`config.mk`:
```
export PLATFORM = sky130hd
export DESIGN_NAME = ugcb_div
export DESIGN_NICKNAME = d
export VERILOG_FILES = /design/src/sv/ugcb_div.sv
export SDC_FILE = /design/constraint.sdc
export NUM_CORES = 1
export LEC_CHECK = 0
export BUFFER_PORTS_ARGS = -buffer_cell sky130_fd_sc_hd__clkbuf_2
export CORE_AREA = 2 2 107 109
export DETAILED_ROUTE_END_ITERATION = 8
export DIE_AREA = 0 0 109 111
export HOLD_SLACK_MARGIN = 0.03
export PLACE_DENSITY = 0.58
export SLEW_MARGIN = 0
export SYNTH_ARGS = -nofsm -noshare
export SYNTH_HDL_FRONTEND = slang
export SYNTH_SLANG_ARGS = --single-unit
```
`constraint.sdc`:
```
create_clock -name clk -period 3.6 [get_ports clk]
set_input_delay 0.36 -clock clk [delete_from_list [all_inputs] [get_ports clk]]
set_output_delay 0.36 -clock clk [all_outputs]
set_load 0.02 [all_outputs]
```
`src/sv/ugcb_div.sv`:
```
// ----------------------------------------------------------------------------
// ugcb_div
// Restoring unsigned divider, one quotient bit per cycle.
// ----------------------------------------------------------------------------
module ugcb_div #(
    parameter int NUM_W = 24,
    parameter int DEN_W = 23
) (
    input  logic             clk,
    input  logic             rst_n,
    input  logic             start,
    input  logic [NUM_W-1:0] num,
    input  logic [DEN_W-1:0] den,
    output logic             done,
    output logic [NUM_W-1:0] quo
);

    localparam int CNT_W = $clog2(NUM_W + 1);

    logic [NUM_W-1:0] quo_reg;
    logic [DEN_W:0]   rem_reg;
    logic [DEN_W-1:0] den_reg;
    logic [CNT_W-1:0] cnt_reg;
    logic             busy_reg;
    logic             done_reg;
    logic [DEN_W:0]   rem_shift;
    logic [DEN_W:0]   rem_sub;
    logic             fits;

    assign rem_shift = {rem_reg[DEN_W-1:0], quo_reg[NUM_W-1]};
    assign fits      = rem_shift >= {1'b0, den_reg};
    assign rem_sub   = rem_shift - {1'b0, den_reg};
    assign done      = done_reg;
    assign quo       = quo_reg;

    always_ff @(posedge clk or negedge rst_n) begin
        if (!rst_n)
        begin
            busy_reg <= 1'b0;
            done_reg <= 1'b0;
            cnt_reg  <= '0;
        end
        else if (start)
        begin
            busy_reg <= 1'b1;
            done_reg <= 1'b0;
            cnt_reg  <= '0;
        end
        else if (busy_reg)
        begin
            cnt_reg <= cnt_reg + 1'b1;
            if (cnt_reg == CNT_W'(NUM_W - 1))
            begin
                busy_reg <= 1'b0;
                done_reg <= 1'b1;
            end
            else
            begin
                done_reg <= 1'b0;
            end
        end
        else
        begin
            done_reg <= 1'b0;
        end
    end

    always_ff @(posedge clk) begin
        if (start)
        begin
            quo_reg <= num;
            rem_reg <= '0;
            den_reg <= den;
        end
        else if (busy_reg)
        begin
            quo_reg <= {quo_reg[NUM_W-2:0], fits};
            rem_reg <= fits ? rem_sub : rem_shift;
        end
    end

endmodule

```
==> impl_results.md <==
- Placed cells: 631
- Unique masters post-synth: 50
- Layout Cells excl Fill: 648
- Crit path capture type: flop
- Setup TNS: 0 ps
- Initial core utilization: 38.61%
- Clock-pin slew on the worst setup and hold paths: 70 ps
- Layout cell share with drive strength beyond 1: 24.75%
- Final setup fails: 0
- Per-cell routed wire length: 14.51 um
- Synth area leaders: edfxtp_1, dfxtp_1, ha_1
- Port Buffer Count: 74
- Worst path buffer plus inverter count: 2
- Clock latency at the later pin of the worst-skew pair: 350 ps
- Place WS: 374.8 ps
- First-pass GRT wire length: 15.92 mm
- Final net count: 575
- Drt first pass iters: 5
- Sw frac: 36.98%
- P_sw: 1.272 mW
- Post-synth top cells: edfxtp_1, nand2_1, nor2_1
- Critical Path RT: 3870 ps
- Max Freq: 307.4 MHz
- Hold crit path type: primary input to flop
- Largest register FFs: 24
- H-tree level count: 3
- Final WS setup: 346.9 ps
- Main flop type after synthesis: edfxtp_1
- Critical Path Max Stage Delay: 390 ps
- DPL Wire Length: 6.606 mm
- DRC viols: 0
- Syn Area/Cell: 10.11 um2
- Peak VDD IR: 0.0004770 V
- Total power: 3.440 mW
- Post-layout util: 46.09%
- Ys async rst share: 9.091%
- Clk root buf: clkbuf_16
- Filler Cells Inserted: 1037
- RSZ-0062 raised after global routing: false
- Multi-input gate area: 0.002027 mm2
- WL final: 9.405 mm
- CORE AREA: 0.01108 mm2
- Slowest-stage cell, CP: or2_1
- Pwr dens: 673.8 mW/mm2
- Kind of critical path: flop to flop
- Worst Path Arrival: 3520 ps
- Largest area contributor in the netlist: edfxtp_1
- I/O pin count: 75
- Max-cap violations: 0
- Avg Vias per Cell: 5.164
- Syn Nets: 498
- Die area: 0.01210 mm2
- Power Internal: 2.168 mW
- Ant diodes: 0
- CP top delay family: compound AO/OA/AOI/OAI gates
- Run status: finished clean
- Period minus WS final: 3253 ps
- Tcrit/Tclk final: 90.36%
- Post-Syn Area: 0.004277 mm2
- Sequential area share after synthesis: 47.86%
- Yosys warns: 0
- Clock buffer depth: 2
- Startpoint Class: flop
- Mapped Cells: 423
- Largest net degree at the start of global routing: 45
- Post-synth top area share: 33.00%
- Worst-path maximum fanout: 10
- Vias in the first global route: 3320
- Post-route ant nets: 0
- Area growth, synth to finish: 19.37%
- Worst-margin pin slew: 526.2 ps
- Total grt overflow: 0
- CTS tree: yes
- DIE HEIGHT: 111 um
- Sequential power share: 35.4%
- Initial antenna violation count: 0
- Register area: 0.002047 mm2
- Comb pwr share: 39.5%
- LEAKAGE: 2.238 nW
- Top-count cell post-synth: edfxtp_1
- Final Max Tran Viols: 0
- Clk sinks: 77
- Cell Chain, Critical Path: inv_1 -> ha_1 -> fa_1 -> nor2b_1 -> o21ai_0 -> a311o_1 -> a31oi_2 -> or2_1 -> buf_4 -> nand2_1 -> or3_1 -> a41oi_1
- Relative slew slack: 64.88%
- Hold Vio Cnt, Final: 0
- Gr usage total: 16.68%
- Die X: 109 um
- Clk pwr share: 25.1%
- Vias: 3346
- Resized Gates After CTS: 0
- Post-synth EDFFs: 47
- DR iter-0 viols: 195
- Final Skew: 10.75 ps
- GP Congestion: 0.8294
- Row cnt: 39
- Total CTS buffers: 9
- Synthesized flop and latch total: 77
[timing repair]
item                      4_1_cts  5_1_grt
hold endpoints to repair        7        0
setup buffers                   0        0
hold buffers                    1        0
[cells by family (layout without fill, tap and decap cells)]
logic type	Yosys count	count (layout)	share of synthesized area (%)
simple gates	141	141	15.56
compound gates	94	94	15.51
buf+inv	50	132	4.740
xor+xnor	10	10	2.048
fa+ha+maj	25	25	7.490
mux	26	26	6.788
flops	77	77	47.86
[through the flow]
stage	area (um2)	hold slack [ps]
2_1_floorplan	4277	64.41
3_3_place_gp	4811	203.5
3_5_place_dp	4811	208.6
4_1_cts	5105	171.3
5_1_grt	5105	170.0
6_report	5105	182.5
[worst paths after layout]
path                                          startpoint                        to  slack [ps]  cells past startpoint
worst max-delay path                   quo[23]$_DFFE_PP_   rem_reg[9]$_SDFFE_PP0P_         350                     12
worst min-delay path                              den[3]      den_reg[3]$_DFFE_PP_         180                      1
worst max register to register         quo[23]$_DFFE_PP_   rem_reg[9]$_SDFFE_PP0P_         350                     12
worst min register to register  rem_reg[15]$_SDFFE_PP0P_  rem_reg[15]$_SDFFE_PP0P_         490                      2
max in group asynchronous                          rst_n    cnt_reg[3]$_DFFE_PN0P_        3050                      2
min in group asynchronous                          rst_n    cnt_reg[0]$_DFFE_PN0P_         380                      2
[metal layers]
| layer | vias to the layer above | global-route usage, % | part of all wire, % |
|---|---|---|---|
| met2 | 54 | 25.71 | 48 |
| met4 | 0 | 5.470 | 1.5 |
| met5 | - | 0 | 0 |
| li1 | 1706 | - | - |
| met1 | 1575 | 22.49 | 46 |
| met3 | 11 | 4.644 | 4.1 |
[layout make-up]
class / instances / area share (%)
Timing Repair Buffer: 84 / 8.775
Multi-Input combinational cell: 296 / 39.71
Sequential cell: 77 / 40.10
Clock inverter: 7 / 1.152
Tap cell: 143 / 3.505
Clock buffer: 9 / 4.412
Inverter: 32 / 2.353
[power groups by stage]
stage	logic [mW]	registers (mW)	clock network [mW]
after floorplan	1.00	1.25	0
after global placement	1.35	1.23	0
after detailed placement	1.35	1.23	0
after CTS	1.36	1.22	0.889
after global routing	1.54	1.24	0.923
final	1.36	1.22	0.864
[cells in the final DEF (no fill, tap or decap), types with 3 or more instances in the layout]
master     netlist  final
nand2_1         41     41
nor3_1          15     15
o21ai_0         17     17
nor3b_1          3      3
inv_1           32     32
clkbuf_16        0      9
clkinv_4         0      3
clkbuf_2         0     73
ha_1            24     24
edfxtp_1        47     47
a21oi_1         21     21
or4_1            3      3
nor2_1          40     40
a211oi_1         8      8
nand4_1          5      5
o21a_1           8      8
a311oi_1        15     15
dfrtp_1          7      7
and3_1           5      5
dfxtp_1         23     23
nand3_1          6      6
xnor2_1          6      6
xor2_1           4      4
nor2b_1          8      8
buf_4            1      9
a21o_1           3      3
mux2_2          24     24
a21boi_0         5      5
or3_1            9      9
Note: power is estimated with default switching activity, not from simulation.
